`src/rtl/lrx_pkg.sv`:
```
// Shared types, constants and sizes for the grey line rasterizer.
`timescale 1ns / 1ps
package lrx_pkg;

  // Frame store geometry.
  localparam int MAX_WIDTH   = 256;
  localparam int MAX_HEIGHT  = 256;
  localparam int STORE_DEPTH = MAX_WIDTH * MAX_HEIGHT;
  localparam int ADDR_W      = $clog2(STORE_DEPTH);

  // Field widths.
  localparam int COORD_W = 11;
  localparam int GREY_W  = 8;
  localparam int AREA_W  = 9;
  localparam int DATA_W  = 56;
  localparam int CMP_W   = 14;

  // Command queue between front and back.
  localparam int QUEUE_DEPTH = 4;
  localparam int QPTR_W      = $clog2(QUEUE_DEPTH);

  // Configuration port.
  localparam int CFG_ADDR_W = 4;
  localparam int CFG_DATA_W = 32;

  localparam logic [GREY_W-1:0] WHITE = '1;

  typedef enum logic {
    OP_DRAW = 1'b0,
    OP_READ = 1'b1
  } opcode_e;

  typedef enum logic [1:0] {
    REG_AREA_WIDTH  = 2'd0,
    REG_AREA_HEIGHT = 2'd1,
    REG_COMBINE     = 2'd2
  } reg_idx_e;

  // A classified request, ready for the pixel walker.
  typedef struct packed {
    opcode_e                    opcode;
    logic signed [COORD_W-1:0]  x;
    logic signed [COORD_W-1:0]  y;
    logic                       x_move;
    logic                       x_neg;
    logic                       y_move;
    logic                       y_neg;
    logic                       major_x;
    logic        [COORD_W-1:0]  es;
    logic        [COORD_W-1:0]  el;
    logic        [GREY_W-1:0]   colour;
  } cmd_t;

  typedef struct packed {
    logic full;
    logic empty;
  } queue_status_t;

  typedef struct packed {
    logic [AREA_W-1:0] area_width;
    logic [AREA_W-1:0] area_height;
    logic              combine_mode;
  } cfg_t;

endpackage

```
`src/rtl/lrx_front.sv`:
```
// Front end: takes requests from the input stream and classifies them for the walker.
`timescale 1ns / 1ps
module lrx_front (
  input  logic                          s_axis_tvalid,
  output logic                          s_axis_tready,
  // tdata: start_x[10:0], start_y[21:11], end_x[32:22], end_y[43:33],
  //        grey_level[51:44], zero padding[55:52]
  input  logic [lrx_pkg::DATA_W-1:0]    s_axis_tdata,
  // tuser: opcode[0]
  input  logic                          s_axis_tuser,
  input  logic                          clear_busy_i,
  input  lrx_pkg::queue_status_t        q_status_i,
  output logic                          push_o,
  output lrx_pkg::cmd_t                 push_cmd_o
);
  import lrx_pkg::*;

  logic signed [COORD_W-1:0] sx, sy, ex, ey;
  logic signed [COORD_W:0]   dx, dy;
  logic        [COORD_W:0]   adx_w, ady_w;
  logic        [COORD_W-1:0] adx, ady;
  logic                      major_x;

  // Unpack the request.
  assign sx = s_axis_tdata[COORD_W-1:0];
  assign sy = s_axis_tdata[2*COORD_W-1:COORD_W];
  assign ex = s_axis_tdata[3*COORD_W-1:2*COORD_W];
  assign ey = s_axis_tdata[4*COORD_W-1:3*COORD_W];

  // Deltas, their magnitudes, and the major axis.
  always_comb begin
    dx      = {ex[COORD_W-1], ex} - {sx[COORD_W-1], sx};
    dy      = {ey[COORD_W-1], ey} - {sy[COORD_W-1], sy};
    adx_w   = dx[COORD_W] ? unsigned'(-dx) : unsigned'(dx);
    ady_w   = dy[COORD_W] ? unsigned'(-dy) : unsigned'(dy);
    adx     = adx_w[COORD_W-1:0];
    ady     = ady_w[COORD_W-1:0];
    major_x = adx > ady;
  end

  // Build the queued command.
  always_comb begin
    push_cmd_o.opcode  = opcode_e'(s_axis_tuser);
    push_cmd_o.x       = sx;
    push_cmd_o.y       = sy;
    push_cmd_o.x_move  = (dx != '0);
    push_cmd_o.x_neg   = dx[COORD_W];
    push_cmd_o.y_move  = (dy != '0);
    push_cmd_o.y_neg   = dy[COORD_W];
    push_cmd_o.major_x = major_x;
    push_cmd_o.es      = major_x ? ady : adx;
    push_cmd_o.el      = major_x ? adx : ady;
    push_cmd_o.colour  = s_axis_tdata[4*COORD_W+GREY_W-1:4*COORD_W];
  end

  assign s_axis_tready = !q_status_i.full && !clear_busy_i;
  assign push_o        = s_axis_tvalid && s_axis_tready;

endmodule

```
`config.mk`:
```
export PLATFORM = sky130hd
export DESIGN_NAME = lrx_front
export DESIGN_NICKNAME = d
export VERILOG_FILES = /design/src/rtl/lrx_pkg.sv /design/src/rtl/lrx_front.sv
export SDC_FILE = /design/constraint.sdc
export NUM_CORES = 1
export LEC_CHECK = 0
export BUFFER_PORTS_ARGS = -buffer_cell sky130_fd_sc_hd__buf_4
export CAP_MARGIN = 15
export CORE_ASPECT_RATIO = 2
export CORE_MARGIN = 2
export CORE_UTILIZATION = 52
export DETAILED_ROUTE_END_ITERATION = 10
export PLACE_DENSITY_LB_ADDON = 0.25
export SYNTH_ARGS = -nofsm -noshare
export SYNTH_HDL_FRONTEND = slang
export SYNTH_SLANG_ARGS = --single-unit
```
`constraint.sdc`:
```
create_clock -name vclk -period 15.8
set_input_delay 4.74 -clock vclk [all_inputs]
set_output_delay 4.74 -clock vclk [all_outputs]
set_load 0.01 [all_outputs]
```
==> impl_metrics.ini <==
[run_status]
outcome = finished clean

[global_routing]
grt_pass1_vias = 2343
globalRouteOverflowTotal = 0
grt_max_degree = 22
grtUsageTotal_pct = 20.6
grt_pass1_wl_mm = 8.91
antenna_found_initial = 0

[sta]
layout_min_cycle_time_ps = 14090
tightest_slew_ps = 610
whs_ps = 9480
finalSetupTns_ps = 0
hold_viol = 0
fin_crit_sh_pct = 89.1
max_freq_ghz = 0.0710
relSlewSlack_pct = 59.1
maxSlewViolCount = 0
rsz0062_at_grt = false
setup_viol = 0

[floorplan]
ioPinCount = 121
dieArea_um2 = 5060
fp.coreArea_um2 = 4340
start_util_pct = 53.7
rows = 34
die_x_um = 51.3
die_h_um = 98.7

[worst_setup_path]
crit_required_ps = 11060
cp_max_fo = 21
critPathCaptureType = primary output
crit_arrival_ps = 9350
worst-path-buf-inv = 5
crit_path_top_delay_cell = a211oi_1
cp_slowest_stage_delay_ps = 550
cpLargestDelayFamily = compound AO/OA/AOI/OAI gates
path_cells = buf_4 > inv_1 > ha_1 > nor2b_1 > o2111ai_1 > a211oi_1 > or3_1 > a31o_2 > clkinv_1 > a21oi_1 > ha_1 > nor2b_1 > o21a_1 > o21a_1 > o2111ai_1 > a31oi_1 > a211oi_1 > a41oi_2 > buf_4 > mux2i_1 > buf_4
critical_path_class = in -> out
cp_common_cell = buf_4
start_kind = input port

[job]
max_cap_violations = 0

[power]
irDropWorstVdd_uv = 67.9
p_leak_uw = 0.00151
powerDensity_nw_per_um2 = 110
power_uw = 317

[clocking]
cts-resized-gates = 0
cts_setup_buffers = 0
hold_buffers = 0

[final_layout]
drive_gt1_share_pct = 28.6
seq_cell_count = 0
nets = 484
nClkBuffers = 0
postLayoutCoreUtil_pct = 66.5
area_growth_pct = 23.8
diodes = 0
seqCellArea_um2 = 0
fin_area_um2 = 2880

[detailed_routing]
wl_per_cell_um = 12.1
vias = 2432
via_per_inst = 5.55
drtPass1Iterations = 4
antenna_left = 0
drc_errors = 0
drtIter0Drc = 30
routed_wl_mm = 5.28

[synth]
synth_warnings = 0
syn_area_per_cell_um2 = 7.24
ys_types = 50
ys_seq_area_share_pct = 0
syn-cell-area_um2 = 2330
syn_inst = 322
synthesis.nets = 420

[worst_hold_path]
hp-class = in -> out

[placed_design]
placed_area_um2 = 2880
dpl.hpwl_mm = 4.67
gp_congestion = 0.781
io_buffers = 98
[cell families (layout without fill, tap and decap cells)]
family | Yosys count | in the layout | share of synthesized area [%]
fa+ha+maj | 37 | 37 | 20.5
simple gates | 83 | 83 | 18.4
buf+inv | 80 | 142 | 18.4
mux | 24 | 24 | 10.4
compound gates | 65 | 65 | 19.9
xor+xnor | 33 | 33 | 12.4
[power breakdown]
group / internal (µW) / switching, µW
sequential: 0 / 0
combinational: 155 / 162
clock: 0 / 0
total: 155 / 162
[cell type report]
cell class	count	area (µm²)
inverter	42	158
fill	431	1460
tap	54	67.6
timing repair buffer	100	751
multi-input combinational	242	1910
[cells in the mapped netlist (all sizes together), types with 2 or more instances]
library cell  number  area, µm²
a211o              2       17.5
a211oi             4       30.0
a21o               2       15.0
a21oi             14       70.1
a31o               4       35.0
a31oi              6       37.5
and2               5       31.3
buf               35        260
clkbuf             3       11.3
fa                 2       40.0
ha                35        438
inv               41        154
mux2i             23        230
nand2             12       45.0
nand2b             6       37.5
nand3              9       45.0
nand4              3       18.8
nor2              22       82.6
nor2b              5       31.3
nor3               9       45.0
nor4               2       12.5
nor4b              2       17.5
o2111a             2       22.5
o2111ai            4       35.0
o21a               6       45.0
o21ai             10       50.1
o31ai              3       36.3
or2                2       12.5
or3                3       23.8
xnor2             14        123
xor2              19        166
[path summary, 6_finish.rpt]
path / start / to / slack [ps] / depth (start not counted)
max: s_axis_tdata[12] / push_cmd_o[12] / 1710 / 21
min: s_axis_tdata[44] / push_cmd_o[0] / 9480 / 0
[layer usage]
| layer | vias up | part of all wire [%] | track usage [%] |
|---|---|---|---|
| met4 | 0 | 1.2 | 3.64 |
| li1 | 1228 | - | - |
| met1 | 1137 | 34 | 19.7 |
| met2 | 61 | 61 | 44.9 |
| met5 | - | 0 | 0 |
| met3 | 6 | 4.0 | 0.909 |
[placed cells by master (no fill, tap or decap), types with 10 or more instances in the layout]
| master | Yosys | final |
|---|---|---|
| xor2_1 | 19 | 19 |
| ha_1 | 35 | 35 |
| xnor2_1 | 14 | 14 |
| buf_4 | 32 | 100 |
| mux2i_1 | 23 | 23 |
| o21ai_0 | 10 | 10 |
| nor2_1 | 22 | 22 |
| a21oi_1 | 14 | 14 |
| nand2_1 | 12 | 12 |
| inv_1 | 41 | 41 |
[per-stage QoR]
step	setup WS, ps	instances
2_1_floorplan	2230	322
3_3_place_gp	1810	438
3_5_place_dp	1740	438
4_1_cts	1740	438
5_1_grt	1300	438
6_report	1710	438
(Power assumes the default switching activity.)
