===== config.mk =====
export PLATFORM = sky130hd
export DESIGN_NAME = lrx_cmd_queue
export DESIGN_NICKNAME = d
export VERILOG_FILES = /design/src/rtl/lrx_pkg.sv /design/src/rtl/lrx_cmd_queue.sv
export SDC_FILE = /design/constraint.sdc
export NUM_CORES = 1
export LEC_CHECK = 0
export BUFFER_PORTS_ARGS = -buffer_cell sky130_fd_sc_hd__clkbuf_2
export CORE_MARGIN = 3
export CORE_UTILIZATION = 64
export CTS_BUF_LIST = sky130_fd_sc_hd__clkbuf_4 sky130_fd_sc_hd__clkbuf_8
export DETAILED_ROUTE_END_ITERATION = 10
export GPL_ROUTABILITY_DRIVEN = 0
export PLACE_DENSITY_LB_ADDON = 0.15
export SYNTH_ARGS = -nofsm -noshare
export SYNTH_HDL_FRONTEND = slang
export SYNTH_SLANG_ARGS = --single-unit

===== constraint.sdc =====
create_clock -name clk_i -period 6.85 [get_ports clk_i]
set_input_delay 2.055 -clock clk_i [delete_from_list [all_inputs] [get_ports clk_i]]
set_output_delay 2.055 -clock clk_i [all_outputs]
set_load 0.02 [all_outputs]

===== src/rtl/lrx_pkg.sv =====
// Shared types, constants and sizes for the grey line rasterizer.
`timescale 1ns / 1ps
package lrx_pkg;

  // Frame store geometry.
  localparam int MAX_WIDTH   = 256;
  localparam int MAX_HEIGHT  = 256;
  localparam int STORE_DEPTH = MAX_WIDTH * MAX_HEIGHT;
  localparam int ADDR_W      = $clog2(STORE_DEPTH);

  // Field widths.
  localparam int COORD_W = 11;
  localparam int GREY_W  = 8;
  localparam int AREA_W  = 9;
  localparam int DATA_W  = 56;
  localparam int CMP_W   = 14;

  // Command queue between front and back.
  localparam int QUEUE_DEPTH = 4;
  localparam int QPTR_W      = $clog2(QUEUE_DEPTH);

  // Configuration port.
  localparam int CFG_ADDR_W = 4;
  localparam int CFG_DATA_W = 32;

  localparam logic [GREY_W-1:0] WHITE = '1;

  typedef enum logic {
    OP_DRAW = 1'b0,
    OP_READ = 1'b1
  } opcode_e;

  typedef enum logic [1:0] {
    REG_AREA_WIDTH  = 2'd0,
    REG_AREA_HEIGHT = 2'd1,
    REG_COMBINE     = 2'd2
  } reg_idx_e;

  // A classified request, ready for the pixel walker.
  typedef struct packed {
    opcode_e                    opcode;
    logic signed [COORD_W-1:0]  x;
    logic signed [COORD_W-1:0]  y;
    logic                       x_move;
    logic                       x_neg;
    logic                       y_move;
    logic                       y_neg;
    logic                       major_x;
    logic        [COORD_W-1:0]  es;
    logic        [COORD_W-1:0]  el;
    logic        [GREY_W-1:0]   colour;
  } cmd_t;

  typedef struct packed {
    logic full;
    logic empty;
  } queue_status_t;

  typedef struct packed {
    logic [AREA_W-1:0] area_width;
    logic [AREA_W-1:0] area_height;
    logic              combine_mode;
  } cfg_t;

endpackage


===== src/rtl/lrx_cmd_queue.sv =====
// Short command queue that decouples the front end from the pixel walker.
`timescale 1ns / 1ps
module lrx_cmd_queue (
  input  logic                   clk_i,
  input  logic                   rst_ni,
  input  logic                   push_i,
  input  lrx_pkg::cmd_t          push_cmd_i,
  input  logic                   pop_i,
  output lrx_pkg::cmd_t          head_o,
  output lrx_pkg::queue_status_t status_o
);
  import lrx_pkg::*;

  cmd_t              entry_q [QUEUE_DEPTH];
  logic [QPTR_W-1:0] wptr_q, wptr_d, rptr_q, rptr_d;
  logic [QPTR_W:0]   count_q, count_d;

  // Pointer and fill bookkeeping.
  always_comb begin
    wptr_d  = push_i ? wptr_q + 1'b1 : wptr_q;
    rptr_d  = pop_i ? rptr_q + 1'b1 : rptr_q;
    count_d = count_q;
    if (push_i && !pop_i) begin
      count_d = count_q + 1'b1;
    end else if (pop_i && !push_i) begin
      count_d = count_q - 1'b1;
    end
  end

  always_ff @(posedge clk_i or negedge rst_ni) begin
    if (!rst_ni) begin
      wptr_q  <= '0;
      rptr_q  <= '0;
      count_q <= '0;
    end else begin
      wptr_q  <= wptr_d;
      rptr_q  <= rptr_d;
      count_q <= count_d;
    end
  end

  // Entry storage.
  always_ff @(posedge clk_i) begin
    if (push_i) begin
      entry_q[wptr_q] <= push_cmd_i;
    end
  end

  assign head_o         = entry_q[rptr_q];
  assign status_o.full  = (count_q == (QPTR_W + 1)'(QUEUE_DEPTH));
  assign status_o.empty = (count_q == '0);

endmodule


==> results.md <==
Clock network:
- In this run, CTS created clock tree buffers numbering 37.
- The post-CTS resize count is 0.
- The longest clock path from root to sink contains 3 buffers.
- The count of clock tree sinks is 239.
- The cell sitting at the root of the clock tree is a clkbuf_8.
- The TritonCTS clock tree is done.
- The clock input transition at the sequential cells of the worst setup and hold paths is 0.06 ns.
- The total setup buffers inserted after CTS is 0.
- The quantity of hold-fixing buffers added after cts is 0.
- CTS built an H-tree with a depth of 2.
- For the worst-skew pair, the clock arrives at the later sink with an insertion delay of 0.50 ns.

Logic synthesis:
- Synthesis handed over a netlist of 338 instances.
- By area, the combinational part of the netlist is dominated by multiplexers.
- After synthesis, the share of cell area in mux cells is 0.149.
- The synthesis warning total is 0.
- Synthesis inferred 239 register bits.
- The netlist uses 19 different library cells.
- The share of the Yosys chip area taken by registers is 0.808.
- Of the total synthesized cell area, the portion taken by AND, OR, NAND and NOR gates is 0.00552.
- Dividing the synthesized area by the synthesized cell count gives 26.1 sq um.
- Of the total synthesized cell area, the portion taken by full adders, half adders and majority gates is 0.00935.
- The post-synthesis compound-gate area fraction came to 0.000566.
- The net count after synthesis is 406.
- The cell area after synthesis is 8830 sq um.
- Of the total synthesized cell area, the portion taken by XOR and XNOR cells is 0.00595.

Floorplanning:
- For this configuration, the core starts out at a cell density of 0.662.
- Pin placement for this block handled 122 I/O pins.
- The width of the die is 123 um.
- The area of the die is 15200 sq um.
- The row count is 42.
- The core region is 13300 sq um.
- The die height is 123 um.

Job:
- The max-capacitance violation count is 0.

Min path:
- The worst min-delay path class is flip-flop to flip-flop.

Critical path:
- The data arrival at the endpoint of the critical path is 2.77 ns.
- The category of the worst setup path launch point is a flip-flop.
- The worst setup path is captured at an output pin.
- Along the worst path, the maximum fanout reaches 34.
- The slowest stage of the critical path is the dfrtp_4 cell.
- The count of buffer and inverter cells on the critical path is 2.
- For this run, the slowest stage of the critical path takes 0.85 ns.
- Traced cell by cell, the critical path runs through buf_4, mux4_2, clkbuf_2.
- The category of the most critical setup path is flip-flop to output pin.
- The cell family contributing the most delay on the critical path is flip-flops.
- The worst endpoint required time is 4.80 ns.

Cells and area:
- Of the cells placed in the final design, the portion with a size suffix greater than 1 is 0.480.
- The area growth from synthesis to layout is 15.7%.
- The layout net count is 554.
- At the end of the flow the core is filled with cells to 0.766.
- The filler cell count in the final layout is 755.
- The most common cell after layout, fill and taps aside is edfxtp_1.
- The top cell types in the final layout, fill and taps aside, are edfxtp_1, clkbuf_2, mux4_2.
- The antenna diode count is 0.

Timing:
- The aggregate negative setup slack is 0 ns.
- The number of max-slew violations in the final report was 0.
- The final critical-path required period is 4.82 ns.
- Dividing the final minimum period by the clock period gives 0.704.
- For the pin with the worst max-slew slack, the measured transition is 0.904 ns.
- The final count of negative-setup-slack endpoints is 0.
- The total count of hold-check failures in the final report is 0.
- The peak clock frequency supported by timing is 207 MHz.
- The final clock skew is 0.0117 ns.
- Setup repair after global routing left no endpoint under its margin.
- Headroom to the max-slew limit came out at 0.398.

Power and ir drop:
- The leakage dissipation is 3.58 nW.
- The maximum ir drop on the vdd rail is 0.349 mV.
- The power density normalized to cell area is 440 nW/um^2.

Detailed routing:
- After detailed routing, the number of vias per cell comes to 5.79.
- The count of nets left with antenna violations once routing finished came out at 0.
- Dividing the detail-routed wire length by the instance count gives 21.4 um.
- The first routing iteration left 280 violations.
- The vias after detailed routing is 3975.
- For this run, design rule violations remaining after detail routing come to 0.
- The total wire length after detailed routing is 14700 um.
- The total iterations of the first detailed-routing run is 4.

Global route:
- The first global-routing pass estimated 22900 um of wire.
- The pin count of the biggest net entering global routing is 59.
- The number of antenna violations at the first check in global routing is 0.
- Across every metal layer, demand over resource in global routing totals 0.205.
- The aggregate global routing overflow is 0.
- The via count of the first global-routing pass was 4253.

Placed design:
- Detailed placement finished with a half-perimeter wire length of 8470 um.
- The count of buffers added on input and output ports is 121.

Outcome:
- The run finished with clean final reports.
final timing paths:
kind	startpoint	end	slack, ns	depth (start not counted)
worst max-delay path	rptr_q[0]	head_o[47]	2.03	3
worst min-delay path	count_q[2]	count_q[2]	0.51	1
worst max register to register	rptr_q[0]	rptr_q[1]	4.95	3
worst min register to register	count_q[2]	count_q[2]	0.51	1
max in group asynchronous	rst_ni	rptr_q[0]	5.27	1
min in group asynchronous	rst_ni	wptr_q[0]	1.38	1
where the power goes:
part	internal (mW)	total [mW]	switching, mW
Sequential	1.92	2.08	0.161
Combinational	0.551	1.31	0.756
Clock	0.616	1.11	0.490
Total	3.09	4.49	1.41
cell usage after synthesis:
cell        n  share of area
edfxtp_1  232           0.79
mux4_2     58           0.15
dfrtp_1     7          0.020
buf_12      6          0.014
buf_2       5         0.0028
ha_1        5         0.0071
and2_1      4         0.0028
inv_1       4         0.0017
xor2_1      4         0.0040
buf_4       2         0.0017
nand2_1     2        0.00085
xnor2_1     2         0.0020
buf_6       1         0.0013
fa_1        1         0.0023
mux2_2      1         0.0013
nor2_1      1        0.00042
nor3_1      1        0.00057
nor3b_1     1        0.00085
o21ai_0     1        0.00057
per-stage QoR:
step	area [sq um]	worst slack (ns)	hold slack, ns	total power, mW	cells
after CTS	10200	1.91	0.519	4.55	686
after detailed placement	9520	2.46	0.511	3.45	623
after floorplan	8830	3.00	0.456	3.10	338
final	10200	2.03	0.512	4.49	686
after global placement	9520	2.46	0.477	3.42	623
after global routing	10200	1.76	0.545	4.71	686
flip-flops by register name, indices dropped and copies added (netlist names):
register  flops
entry_q     232
wptr_q        2
rptr_q        2
count_q       3
cell families (layout without fill, tap and decap cells):
family                   after synthesis  after routing
adder cells (fa/ha/maj)                6              6
buffers and inverters                 18            190
AO/OA/AOI/OAI                          1              1
flip-flops                           239            239
XOR/XNOR                               6              6
multiplexers                          59             59
AND/OR/NAND/NOR                        9              9
metal layers:
metal  part of all wire  vias to the layer above  routed length (um)  track usage
li1                   -                     1738                   -            -
met1               0.39                     2048                5780        0.286
met2               0.51                      164                7520        0.320
met3              0.076                       25                1110       0.0554
met4              0.020                        0                 291       0.0740
met5                  0                        -                   0            0
area by class of cell:
cell class,instances,area [sq um],area share
Clock buffer,54,662,0.0648
Sequential cell,239,7150,0.699
Clock inverter,9,40.0,0.00392
Multi-Input combinational cell,81,1520,0.148
Inverter,4,15.0,0.00147
Tap cell,176,220,0.0215
Timing Repair Buffer,123,621,0.0607
worst reg2reg max path, cell delays in order (launching register included):
cell and delay [ns]:
dfrtp_4 0.85, buf_4 0.60, nand2_1 0.15, xnor2_1 0.15
Note: power is estimated with default switching activity, not from simulation.
